===== config.mk =====
export PLATFORM = sky130hd
export DESIGN_NAME = shift_array_insert_delete_flat
export DESIGN_NICKNAME = d
export VERILOG_FILES = /design/src/rtl/sai_pkg.sv /design/src/rtl/sai_in_if.sv /design/src/rtl/sai_out_if.sv /design/src/rtl/sai_mem.sv /design/src/rtl/sai_ctrl.sv /design/src/rtl/shift_array_insert_delete.sv /design/src/flat_wrapper.sv
export SDC_FILE = /design/constraint.sdc
export NUM_CORES = 1
export LEC_CHECK = 0
export ABC_CLOCK_PERIOD_IN_PS = 6300
export BUFFER_PORTS_ARGS = -buffer_cell sky130_fd_sc_hd__buf_4
export CAP_MARGIN = 10
export CORE_ASPECT_RATIO = 1.25
export CORE_UTILIZATION = 60
export DETAILED_ROUTE_END_ITERATION = 8
export HOLD_SLACK_MARGIN = 0.15
export PLACE_DENSITY = 0.77
export SLEW_MARGIN = 10
export SYNTH_ARGS = -nofsm -noshare
export SYNTH_HDL_FRONTEND = slang
export SYNTH_SLANG_ARGS = --single-unit

===== constraint.sdc =====
create_clock -name i_clk -period 6.3 [get_ports i_clk]
set_input_delay 1.26 -clock i_clk [delete_from_list [all_inputs] [get_ports i_clk]]
set_output_delay 1.26 -clock i_clk [all_outputs]
set_load 0.1 [all_outputs]

===== src/rtl/sai_pkg.sv =====
// Package for the shift array insert/delete block.
// Holds operation codes, field widths, capacity default and the sequencer state type.
// No dependencies.
package sai_pkg;

    localparam int CAPACITY_DEF = 16;

    localparam int OP_W    = 3;
    localparam int INDEX_W = 5;
    localparam int VALUE_W = 32;
    localparam int COUNT_W = 5;

    localparam logic [OP_W-1:0] OP_APPEND      = 3'd0;
    localparam logic [OP_W-1:0] OP_INSERT      = 3'd1;
    localparam logic [OP_W-1:0] OP_REMOVE_AT   = 3'd2;
    localparam logic [OP_W-1:0] OP_REMOVE_LAST = 3'd3;
    localparam logic [OP_W-1:0] OP_DISPLAY     = 3'd4;

    localparam logic STATUS_OK  = 1'b0;
    localparam logic STATUS_ERR = 1'b1;

    typedef enum logic [2:0] {
        ST_IDLE,
        ST_SHIFT_UP,
        ST_INS_WR,
        ST_SHIFT_DOWN,
        ST_DISP,
        ST_FINISH
    } t_state;

endpackage


===== src/rtl/sai_in_if.sv =====
// Command channel of the shift array block: valid/ready plus op, index, value.
// Depends on sai_pkg for field widths.
interface sai_in_if;
    logic                                valid;
    logic                                ready;
    logic [sai_pkg::OP_W-1:0]            op;
    logic [sai_pkg::INDEX_W-1:0]         index;
    logic signed [sai_pkg::VALUE_W-1:0]  value;

    modport source (output valid, output op, output index, output value, input ready);
    modport sink   (input valid, input op, input index, input value, output ready);
endinterface


===== src/rtl/sai_out_if.sv =====
// Result channel of the shift array block: valid/ready plus status, element, count, last.
// Depends on sai_pkg for field widths.
interface sai_out_if;
    logic                                valid;
    logic                                ready;
    logic                                status;
    logic                                is_element;
    logic signed [sai_pkg::VALUE_W-1:0]  element;
    logic [sai_pkg::COUNT_W-1:0]         count;
    logic                                last;

    modport source (output valid, output status, output is_element, output element,
                    output count, output last, input ready);
    modport sink   (input valid, input status, input is_element, input element,
                    input count, input last, output ready);
endinterface


===== src/rtl/sai_mem.sv =====
// Element store: one write port, one read port, registered read data.
// Depends on sai_pkg for the element width.
module sai_mem #(
    parameter int DEPTH = sai_pkg::CAPACITY_DEF,
    parameter int AW    = 4
) (
    input  logic                               i_clk,
    input  logic                               i_wr_en,
    input  logic [AW-1:0]                      i_wr_addr,
    input  logic signed [sai_pkg::VALUE_W-1:0] i_wr_data,
    input  logic                               i_rd_en,
    input  logic [AW-1:0]                      i_rd_addr,
    output logic signed [sai_pkg::VALUE_W-1:0] o_rd_data
);

    logic signed [sai_pkg::VALUE_W-1:0] r_mem [DEPTH];
    logic signed [sai_pkg::VALUE_W-1:0] r_rd_data;

    always_ff @(posedge i_clk) begin
        if (i_wr_en) begin
            r_mem[i_wr_addr] <= i_wr_data;
        end
    end

    // hold read data while no read is issued
    always_ff @(posedge i_clk) begin
        if (i_rd_en) begin
            r_rd_data <= r_mem[i_rd_addr];
        end
    end

    assign o_rd_data = r_rd_data;

endmodule


===== src/rtl/sai_ctrl.sv =====
// Sequencer of the shift array block: decodes commands, walks the store for
// shifts and display, and owns the output register. Depends on sai_pkg, sai_in_if, sai_out_if.
module sai_ctrl #(
    parameter int CAPACITY = sai_pkg::CAPACITY_DEF,
    parameter int AW       = 4,
    parameter int CW       = 5
) (
    input  logic                               i_clk,
    input  logic                               i_rst_n,
    sai_in_if.sink                             i_in,
    sai_out_if.source                          o_out,
    output logic                               o_wr_en,
    output logic [AW-1:0]                      o_wr_addr,
    output logic signed [sai_pkg::VALUE_W-1:0] o_wr_data,
    output logic                               o_rd_en,
    output logic [AW-1:0]                      o_rd_addr,
    input  logic signed [sai_pkg::VALUE_W-1:0] i_rd_data
);

    localparam int XW = (CW > sai_pkg::COUNT_W) ? CW : sai_pkg::COUNT_W;

    sai_pkg::t_state r_state, n_state;
    logic [CW-1:0]   r_size, n_size;
    logic [AW-1:0]   r_ptr, n_ptr;
    logic [AW-1:0]   r_idx, n_idx;
    logic signed [sai_pkg::VALUE_W-1:0] r_val, n_val;

    logic                               r_out_valid, n_out_valid;
    logic                               r_status, n_status;
    logic                               r_is_el, n_is_el;
    logic signed [sai_pkg::VALUE_W-1:0] r_element, n_element;
    logic [sai_pkg::COUNT_W-1:0]        r_count, n_count;
    logic                               r_last, n_last;

    logic          slot_free;
    logic          emit;
    logic [XW-1:0] idx_x;
    logic [XW-1:0] size_x;
    logic [XW-1:0] cnt_x;
    logic          full;
    logic          empty;
    logic [AW-1:0] top_addr;

    assign slot_free = !r_out_valid || o_out.ready;
    assign idx_x     = XW'(i_in.index);
    assign size_x    = XW'(r_size);
    assign full      = (r_size == CW'(CAPACITY));
    assign empty     = (r_size == '0);
    assign top_addr  = AW'(r_size - CW'(1));

    always_ff @(posedge i_clk) begin
        if (!i_rst_n) begin
            r_state     <= sai_pkg::ST_IDLE;
            r_size      <= '0;
            r_out_valid <= 1'b0;
        end else begin
            r_state     <= n_state;
            r_size      <= n_size;
            r_out_valid <= n_out_valid;
        end
    end

    always_ff @(posedge i_clk) begin
        r_ptr     <= n_ptr;
        r_idx     <= n_idx;
        r_val     <= n_val;
        r_status  <= n_status;
        r_is_el   <= n_is_el;
        r_element <= n_element;
        r_count   <= n_count;
        r_last    <= n_last;
    end

    always_comb begin
        n_state    = r_state;
        n_size     = r_size;
        n_ptr      = r_ptr;
        n_idx      = r_idx;
        n_val      = r_val;
        n_status   = r_status;
        n_is_el    = r_is_el;
        n_element  = r_element;
        n_count    = r_count;
        n_last     = r_last;
        emit       = 1'b0;
        i_in.ready = 1'b0;
        o_wr_en    = 1'b0;
        o_wr_addr  = '0;
        o_wr_data  = i_in.value;
        o_rd_en    = 1'b0;
        o_rd_addr  = '0;

        case (r_state)
            sai_pkg::ST_IDLE: begin
                i_in.ready = slot_free;
                if (i_in.valid && slot_free) begin
                    // default: single-beat completion result
                    emit      = 1'b1;
                    n_status  = sai_pkg::STATUS_OK;
                    n_is_el   = 1'b0;
                    n_element = '0;
                    n_last    = 1'b1;
                    case (i_in.op)
                        sai_pkg::OP_APPEND: begin
                            if (full) begin
                                n_status = sai_pkg::STATUS_ERR;
                            end else begin
                                o_wr_en   = 1'b1;
                                o_wr_addr = AW'(r_size);
                                n_size    = r_size + CW'(1);
                            end
                        end
                        sai_pkg::OP_INSERT: begin
                            if (full || idx_x > size_x) begin
                                n_status = sai_pkg::STATUS_ERR;
                            end else if (idx_x == size_x) begin
                                o_wr_en   = 1'b1;
                                o_wr_addr = AW'(r_size);
                                n_size    = r_size + CW'(1);
                            end else begin
                                // shift the tail up, starting from the top
                                emit      = 1'b0;
                                n_idx     = AW'(i_in.index);
                                n_val     = i_in.value;
                                o_rd_en   = 1'b1;
                                o_rd_addr = top_addr;
                                n_ptr     = top_addr;
                                n_state   = sai_pkg::ST_SHIFT_UP;
                            end
                        end
                        sai_pkg::OP_REMOVE_AT: begin
                            if (idx_x >= size_x) begin
                                n_status = sai_pkg::STATUS_ERR;
                            end else if (idx_x == size_x - XW'(1)) begin
                                n_size = r_size - CW'(1);
                            end else begin
                                // shift the tail down, starting just above the hole
                                emit      = 1'b0;
                                o_rd_en   = 1'b1;
                                o_rd_addr = AW'(i_in.index) + AW'(1);
                                n_ptr     = AW'(i_in.index) + AW'(1);
                                n_state   = sai_pkg::ST_SHIFT_DOWN;
                            end
                        end
                        sai_pkg::OP_REMOVE_LAST: begin
                            if (empty) begin
                                n_status = sai_pkg::STATUS_ERR;
                            end else begin
                                n_size = r_size - CW'(1);
                            end
                        end
                        sai_pkg::OP_DISPLAY: begin
                            if (!empty) begin
                                emit      = 1'b0;
                                o_rd_en   = 1'b1;
                                o_rd_addr = '0;
                                n_ptr     = '0;
                                n_state   = sai_pkg::ST_DISP;
                            end
                        end
                        default: begin
                            n_status = sai_pkg::STATUS_ERR;
                        end
                    endcase
                end
            end

            sai_pkg::ST_SHIFT_UP: begin
                o_wr_en   = 1'b1;
                o_wr_addr = r_ptr + AW'(1);
                o_wr_data = i_rd_data;
                if (r_ptr == r_idx) begin
                    n_state = sai_pkg::ST_INS_WR;
                end else begin
                    o_rd_en   = 1'b1;
                    o_rd_addr = r_ptr - AW'(1);
                    n_ptr     = r_ptr - AW'(1);
                end
            end

            sai_pkg::ST_INS_WR: begin
                o_wr_en   = 1'b1;
                o_wr_addr = r_idx;
                o_wr_data = r_val;
                n_size    = r_size + CW'(1);
                n_state   = sai_pkg::ST_FINISH;
            end

            sai_pkg::ST_SHIFT_DOWN: begin
                o_wr_en   = 1'b1;
                o_wr_addr = r_ptr - AW'(1);
                o_wr_data = i_rd_data;
                if (r_ptr == top_addr) begin
                    n_size  = r_size - CW'(1);
                    n_state = sai_pkg::ST_FINISH;
                end else begin
                    o_rd_en   = 1'b1;
                    o_rd_addr = r_ptr + AW'(1);
                    n_ptr     = r_ptr + AW'(1);
                end
            end

            sai_pkg::ST_DISP: begin
                // hold the read data until the output slot frees up
                if (slot_free) begin
                    emit      = 1'b1;
                    n_status  = sai_pkg::STATUS_OK;
                    n_is_el   = 1'b1;
                    n_element = i_rd_data;
                    n_last    = 1'b0;
                    if (r_ptr == top_addr) begin
                        n_state = sai_pkg::ST_FINISH;
                    end else begin
                        o_rd_en   = 1'b1;
                        o_rd_addr = r_ptr + AW'(1);
                        n_ptr     = r_ptr + AW'(1);
                    end
                end
            end

            sai_pkg::ST_FINISH: begin
                if (slot_free) begin
                    emit      = 1'b1;
                    n_status  = sai_pkg::STATUS_OK;
                    n_is_el   = 1'b0;
                    n_element = '0;
                    n_last    = 1'b1;
                    n_state   = sai_pkg::ST_IDLE;
                end
            end

            default: begin
                n_state = sai_pkg::ST_IDLE;
            end
        endcase

        cnt_x = XW'(n_size);
        if (emit) begin
            n_count = cnt_x[sai_pkg::COUNT_W-1:0];
        end
        n_out_valid = emit || (r_out_valid && !o_out.ready);
    end

    assign o_out.valid      = r_out_valid;
    assign o_out.status     = r_status;
    assign o_out.is_element = r_is_el;
    assign o_out.element    = r_element;
    assign o_out.count      = r_count;
    assign o_out.last       = r_last;

endmodule


===== src/rtl/shift_array_insert_delete.sv =====
// Top level of the fixed-capacity shift array with insert and delete.
// Depends on sai_pkg, sai_in_if, sai_out_if, sai_mem and sai_ctrl.
//
//   channel   dir  handshake     beat payload
//   i_in      in   valid/ready   op, index, value
//   o_out     out  valid/ready   status, is_element, element, count, last
//
// Append, remove-last, remove of the last element, insert at the end, display of
// an empty array and all error cases complete in the idle state. Insert at index k
// and remove at index k move the tail of the store, one store entry per cycle
// through the single read and single write port. Any other display reads the
// elements out in order. Reset clears the count and the sequencer, not the store.
// A stalled output register holds display and finish, not shifts; no new command is taken.
module shift_array_insert_delete #(
    parameter int CAPACITY = sai_pkg::CAPACITY_DEF
) (
    input  logic       i_clk,
    input  logic       i_rst_n,
    sai_in_if.sink     i_in,
    sai_out_if.source  o_out
);

    localparam int AW = (CAPACITY > 1) ? $clog2(CAPACITY) : 1;
    localparam int CW = $clog2(CAPACITY + 1);

    logic                               wr_en;
    logic [AW-1:0]                      wr_addr;
    logic signed [sai_pkg::VALUE_W-1:0] wr_data;
    logic                               rd_en;
    logic [AW-1:0]                      rd_addr;
    logic signed [sai_pkg::VALUE_W-1:0] rd_data;

    sai_ctrl #(
        .CAPACITY (CAPACITY),
        .AW       (AW),
        .CW       (CW)
    ) u_ctrl (
        .i_clk     (i_clk),
        .i_rst_n   (i_rst_n),
        .i_in      (i_in),
        .o_out     (o_out),
        .o_wr_en   (wr_en),
        .o_wr_addr (wr_addr),
        .o_wr_data (wr_data),
        .o_rd_en   (rd_en),
        .o_rd_addr (rd_addr),
        .i_rd_data (rd_data)
    );

    sai_mem #(
        .DEPTH (CAPACITY),
        .AW    (AW)
    ) u_mem (
        .i_clk     (i_clk),
        .i_wr_en   (wr_en),
        .i_wr_addr (wr_addr),
        .i_wr_data (wr_data),
        .i_rd_en   (rd_en),
        .i_rd_addr (rd_addr),
        .o_rd_data (rd_data)
    );

endmodule

===== src/flat_wrapper.sv =====
// flat-port wrapper written by rule: the top's interface ports become plain ports
module shift_array_insert_delete_flat 
#(
    parameter int CAPACITY = sai_pkg::CAPACITY_DEF
)
  (i_clk, i_rst_n, i_in_valid, i_in_op, i_in_index, i_in_value, i_in_ready, o_out_valid, o_out_status, o_out_is_element, o_out_element, o_out_count, o_out_last, o_out_ready);
  sai_in_if i_in_i ();
  sai_out_if o_out_i ();
  input  logic i_clk;
  input  logic i_rst_n;
  input wire logic [$bits(i_in_i.valid)-1:0] i_in_valid;
  input wire logic [$bits(i_in_i.op)-1:0] i_in_op;
  input wire logic [$bits(i_in_i.index)-1:0] i_in_index;
  input wire logic [$bits(i_in_i.value)-1:0] i_in_value;
  output wire logic [$bits(i_in_i.ready)-1:0] i_in_ready;
  output wire logic [$bits(o_out_i.valid)-1:0] o_out_valid;
  output wire logic [$bits(o_out_i.status)-1:0] o_out_status;
  output wire logic [$bits(o_out_i.is_element)-1:0] o_out_is_element;
  output wire logic [$bits(o_out_i.element)-1:0] o_out_element;
  output wire logic [$bits(o_out_i.count)-1:0] o_out_count;
  output wire logic [$bits(o_out_i.last)-1:0] o_out_last;
  input wire logic [$bits(o_out_i.ready)-1:0] o_out_ready;
  assign i_in_i.valid = i_in_valid;
  assign i_in_i.op = i_in_op;
  assign i_in_i.index = i_in_index;
  assign i_in_i.value = i_in_value;
  assign i_in_ready = i_in_i.ready;
  assign o_out_valid = o_out_i.valid;
  assign o_out_status = o_out_i.status;
  assign o_out_is_element = o_out_i.is_element;
  assign o_out_element = o_out_i.element;
  assign o_out_count = o_out_i.count;
  assign o_out_last = o_out_i.last;
  assign o_out_i.ready = o_out_ready;
  shift_array_insert_delete #(.CAPACITY(CAPACITY)) u_core (.i_clk(i_clk), .i_rst_n(i_rst_n), .i_in(i_in_i), .o_out(o_out_i));
endmodule

; ---- Word-level counts from Yosys, hierarchy flattened
; Memories as Yosys holds them, arrays and structs flattened. A register that Yosys moved wholly into a read port is not among the register bits.
; Index checks and enable logic that the tools add are counted.
[classes]
add_sub_neg = 5
magnitude_cmp = 2
eq_ne = 26
n_mux = 94
n_bitwise = 2
n_reduce_logical = 21
[ops]
columns = op, n
row1 = 32-bit 2-to-1 mux, 3
row2 = 32-bit case mux with 3 select lines, 1
row3 = 4-bit 2-to-1 mux, 21
row4 = 32-bit case mux with 2 select lines, 1
row5 = 4-bit case mux with 4 select lines, 3
row6 = 5-bit 2-to-1 mux, 8
row7 = 1-bit 2-to-1 mux, 30
row8 = 3-bit 2-to-1 mux, 10
row9 = 5-bit case mux with 4 select lines, 1
row10 = 10-bit AND reduction, 2
row11 = 3-bit case mux with 6 select lines, 1
row12 = 4-bit case mux with 2 select lines, 2
row13 = "3-bit inequality test, second input constant", 5
row14 = 5-bit case mux with 3 select lines, 1
row15 = "3-bit by 2-bit == test with 1-bit output, second input constant", 4
row16 = 1-bit case mux with 3 select lines, 4
row17 = 4-bit case mux with 3 select lines, 1
row18 = 5-bit == test, 2
row19 = "2-bit inequality test, second input constant", 5
row20 = "3-bit == test, second input constant", 3
row21 = 3-bit case mux with 3 select lines, 1
row22 = "4-bit by 1-bit adder with 4-bit output, second input constant", 2
row23 = 4-bit == test, 2
row24 = 1-bit case mux with 2 select lines, 4
row25 = 25 further kinds, 33
[totals]
register_bits = 89
ram_bits = 512
input_bits = 44
out_inout_bits = 42
wordCells = 162
mem_count = 1
[memory_table]
columns = memory, depth, word_bits, rd, rd_ports_with_merged_regs, write_ports, line
row1 = u_core.u_mem.r_mem, 16, 32, 1, 1, 1, sai_mem.sv:16  ; logic signed [sai_pkg::VALUE_W-1:0] r_mem [DEPTH];

; ---- Longest topological paths before layout
[logic_depth]
ltp_word = 8
mapped_depth = 16
mapped_depth_nobuf = 13

; ---- Hierarchy
; From an unflattened synthesis, not the netlist that was laid out.
[hier_totals]
hier_cells = 1425
hier_area_um2 = 25896.1
[modules_own_cells]
columns = module, instances, cells_per_inst, area_per_inst_um2, seq_area_each_um2
row1 = sai_mem, 1, 838, 20155.6, 16335.7
row2 = sai_ctrl, 1, 587, 5740.5, 2582.5

; ---- Worst setup path after synthesis
; Ideal clock, no wire load.
[synth_timing]
path_kind = input to register
startpoint = input i_in_index[2]
endpoint = register u_core.u_ctrl.r_idx[0], enable pin
setup_time_ns = 0.474
arrival_time_ns = 4.583
required_ns = 5.826
slack_ns = 1.243
cell_stages = 5
path_buffers = 0
path_cell_list = ha_1 > a21oi_1 > o21ai_0 > a31o_2 > nor3_1
[synth_via]
elab_chain_len = 4
word_cells_on_any_way = 6
cone_classes = order compare (1) / eq/ne (1) / bitwise (2) / reduce/logical (2)
[synth_rtl]
columns = element, line
row1 = "start, declared", flat_wrapper.sv:13  ; input wire logic [$bits(i_in_i.index)-1:0] i_in_index;
row2 = 5-bit greater-than comparator, sai_ctrl.sv:114  ; if (full || idx_x > size_x) begin
row3 = 1-bit logical OR, sai_ctrl.sv:114
row4 = 1-bit inverter (no line), n/a
row5 = 5-bit AND reduction (no line) (*), n/a
row6 = "end signal, assigned", sai_ctrl.sv:65  ; r_idx <= n_idx;
row7 = "end, declared", sai_ctrl.sv:25  ; logic [AW-1:0] r_idx, n_idx;
; Mark *: on every way between the ends. The rest lies on a longest branch, timed or not.
; A chain may end at the register's enable or synchronous reset.

; ---- Final worst setup path
[layout_timing]
startpoint = register u_core.u_ctrl.r_size[2]
endpoint = register u_core.u_mem.r_rd_data (netlist bit u_core.u_mem.o_rd_data[30]), read port of u_core.u_mem.r_mem, data pin
[layout_via]
elab_chain_len = 7
word_cells_on_any_way = 28
cone_classes = add/sub (1) / order compare (2) / eq/ne (4) / mux (19) / reduce/logical (2)
[layout_rtl]
columns = element, line
row1 = "start, declared", sai_ctrl.sv:23  ; logic [CW-1:0] r_size, n_size;
row2 = "start signal, assigned", sai_ctrl.sv:58  ; r_size <= n_size;
row3 = 5-bit by 1-bit subtractor with 5-bit output, sai_ctrl.sv:134  ; end else if (idx_x == size_x - XW'(1)) begin
row4 = 5-bit == test, sai_ctrl.sv:134
row5 = 1-bit 2-to-1 mux or 4-bit 2-to-1 mux (tied branches), sai_ctrl.sv:134
row6 = 1-bit 2-to-1 mux or 4-bit 2-to-1 mux (tied branches), sai_ctrl.sv:132  ; if (idx_x >= size_x) begin
row7 = 1-bit case mux with 3 select lines or 4-bit case mux with 2 select lines (tied branches), sai_ctrl.sv:103  ; case (i_in.op)
row8 = 1-bit 2-to-1 mux or 4-bit 2-to-1 mux (tied branches), sai_ctrl.sv:96  ; if (i_in.valid && slot_free) begin
row9 = 1-bit case mux with 4 select lines or 4-bit case mux with 4 select lines (tied branches), sai_ctrl.sv:93  ; case (r_state)
row10 = "end, declared", sai_mem.sv:17  ; logic signed [sai_pkg::VALUE_W-1:0] r_rd_data;
; Parallel ways exist; a longest one is shown, timed or not.

==> impl_results.md <==
- Slew HR: 0.08374
- FF/Latch Area: approximately 0.019 mm2
- Post-CTS Resized: 0
- Seq/Total Area, Yosys: 0.6993
- Die width: about 190 um
- Die area: between 0.04 and 0.05 mm2
- CP Data Required Time: approximately 6.7 ns
- Final hold vios: 0
- Worst-path clk slew: 0.07 ns
- Largest cells by area after synthesis: edfxtp_1 (69%), mux2i_1 (5.3%), nand2_1 (1.8%)
- Layout cell share with drive strength beyond 1: 0.2237
- Nets: around 1,900
- Final wirelength: approximately 67,000 um
- Footprint of the multi-input gates: ~0.0076 mm2
- Post-synth EDFFs: ~620
- Synth top cells by count: edfxtp_1 (624), mux2i_1 (142), nand2_1 (131)
- I/O pins: 86
- Syn_area_per_cell: roughly 16 um2
- Area of the core: around 0.044 mm2
- Area growth syn-to-layout: 13.52%
- Root Buffer: clkbuf_16
- Tcrit/Tclk final: 0.7587
- Worst Tran Pin Value: approximately 1.4 ns
- Clk_skew: roughly 0.019 ns
- Arrival time at the worst endpoint: ~5.1 ns
- Library cells used by synthesis: 78
- Ys Warns: 0
- CP Capture Type: register
- Number of max-cap violations: 0
- CP Launch Type: register
- Fmax: approximately 210 MHz
- Iteration-0 DRC Markers: approximately 1,900
- Setup-failing EPs final: 0
- Wire per inst: approximately 27 um
- Rows: 86
- CTS tree: yes
- Max-slew violation count: 0
- Asr flop ratio synth: 0
- Critical Setup Path Class: register to register
- Flops & latches, synth: 633
- First-pass GRT wire length: 99,590 um
- Pwr Density: roughly 400 mW/mm2
- Lkg Pwr: ~10 nW
- Via count: ~16,000
- DR pass1 iterations: 6
- Top cell type's share of synthesized area: 0.6926
- Die Height: ~240 um
- Maximum VDD drop: about 310 uV
- RSZ-0062 raised after global routing: false
- Synth area leader: edfxtp_1
- Port buffer count: between 80 and 90
- Most numerous cell in the Yosys netlist: edfxtp_1
- Total power: roughly 0.012 W
- Post-route ant nets: 0
- DPL Wire Length: around 40,000 um
- Post-Syn Area: 0.02705 mm2
- ANT cells: 0
- Ys flop type: edfxtp_1
- TNS Setup: 0 ns
- Post-Syn Nets: 1,794
- Clock Path Buffers: 3
- Hold WC Path Type: register to register
- Cts bufs inserted: 58
- Initial Utilization: 0.6103
- Crit-path max FO: 37
- Largest net degree at the start of global routing: 85
- Status: finished clean
- Crit path time final: approximately 4.8 ns
- Fill count: 2,846
- Post-CTS setup buffers: 0
- Clock sink count: 633
- Synth Instances: between 1,500 and 2,000
- # hold bufs at CTS: 0
- Vias in the first global route: around 16,000
- GRT overflow: 0
- Tot GR Track Use: 0.2964
- Initial antenna violation count: 0
- Clk_lat worst skew: between 0.6 and 0.7 ns
- Gpl congestion: 0.9251
- CTS H-tree depth: 2
- Post-DR vias/cell: ~6.7
- DRC: 0
==> flip-flops by register name (all words and copies together), names as in the netlist, 3 cells and up <==
name,cells
u_core.u_ctrl.r_size,5
u_core.u_ctrl.o_out.element,32
u_core.u_mem.o_rd_data,32
u_core.u_ctrl.o_out.count,5
u_core.u_mem.r_mem,512
u_core.u_ctrl.r_state,3
u_core.u_ctrl.r_val,32
u_core.u_ctrl.r_idx,4
u_core.u_ctrl.r_ptr,4
==> power by group <==
group          switching (W)  total (W)  internal, W  leakage (nW)
Combinational        0.00223    0.00325      0.00102          3.41
Sequential          0.000135    0.00548      0.00534          5.75
Clock                0.00156    0.00370      0.00214         0.959
Total                0.00392     0.0124      0.00850          10.1
==> path summary, 6_finish.rpt <==
kind | startpoint | to | slack (ns) | cells past startpoint
max reg2reg | u_core.u_ctrl.r_size[2] | u_core.u_mem.o_rd_data[30] | 1.52 | 13
min | u_core.u_mem.o_rd_data[4] | u_core.u_ctrl.o_out.element[4] | 0.59 | 1
min reg2reg | u_core.u_mem.o_rd_data[4] | u_core.u_ctrl.o_out.element[4] | 0.59 | 1
max | u_core.u_ctrl.r_size[2] | u_core.u_mem.o_rd_data[30] | 1.52 | 13
==> cell type report <==
type | instances | area share
Clock buffer | 69 | 0.04930
Sequential cell | 633 | 0.6161
Tap cell | 572 | 0.02330
Timing Repair Buffer | 166 | 0.04547
Inverter | 21 | 0.002567
Clock inverter | 41 | 0.01609
Multi-Input combinational cell | 965 | 0.2472
==> cells by family after synthesis <==
kind of cell               count (synthesis)  synth area share
muxes                                    205           0.08292
buffers and inverters                    138           0.02664
xor gates and xnor gates                  26           0.01027
adders and majority gates                 14          0.006475
DFF                                      633            0.6993
and+or+nand+nor                          319           0.06299
AOI/OAI and AO/OA                        401            0.1115
==> layout by cell type (no fill, tap or decap), types with 8 or more instances in the layout <==
cell,n
mux2_2,31
nor2_1,35
nor2_4,13
o21ai_0,57
clkinv_2,8
clkbuf_1,10
mux2i_1,142
mux2_4,30
xnor2_1,15
and3_1,36
a22oi_1,65
nor3_2,31
nand2_1,131
buf_12,12
buf_4,154
a221oi_2,30
a21oi_1,81
clkbuf_16,59
o22ai_1,40
edfxtp_1,624
a22o_1,32
ha_1,14
nand2b_1,8
bufinv_16,10
clkinv_1,10
inv_1,19
a221o_1,31
nand3_1,17
a31oi_1,9
==> worst max-delay path, stage by stage, from the launching register on <==
cell,delay (ns)
dfxtp_1,0.81
inv_1,0.25
ha_1,0.40
a21oi_1,0.18
o21ai_0,0.14
a31o_2,0.30
or4_1,0.54
o211ai_1,0.25
buf_4,0.44
buf_4,0.54
mux2i_1,0.24
mux2i_1,0.09
mux2i_1,0.18
mux2i_1,0.09
==> through the flow <==
step | std cells | setup WS [ns] | instance area, um2 | hold WS [ns] | util
final | 2467 | 1.520 | 30710 | 0.5925 | 0.6928
after global routing | 2467 | 1.301 | 30710 | 0.6162 | 0.6928
after CTS | 2466 | 1.619 | 30700 | 0.5896 | 0.6926
after detailed placement | 2356 | 1.299 | 28700 | 0.5718 | 0.6473
after global placement | 2356 | 1.404 | 28700 | 0.5658 | 0.6473
after floorplan | 1736 | 1.243 | 27050 | 0.5556 | -
==> per-layer routing <==
| layer | vias up | track usage | wire length [um] |
|---|---|---|---|
| li1 | 7111 | - | - |
| met4 | 0 | 0.1258 | 2474 |
| met1 | 8325 | 0.3914 | 26230 |
| met5 | - | 0 | 0 |
| met2 | 893 | 0.4828 | 33150 |
| met3 | 167 | 0.05495 | 5386 |
Power figures use the tool's default switching activity.
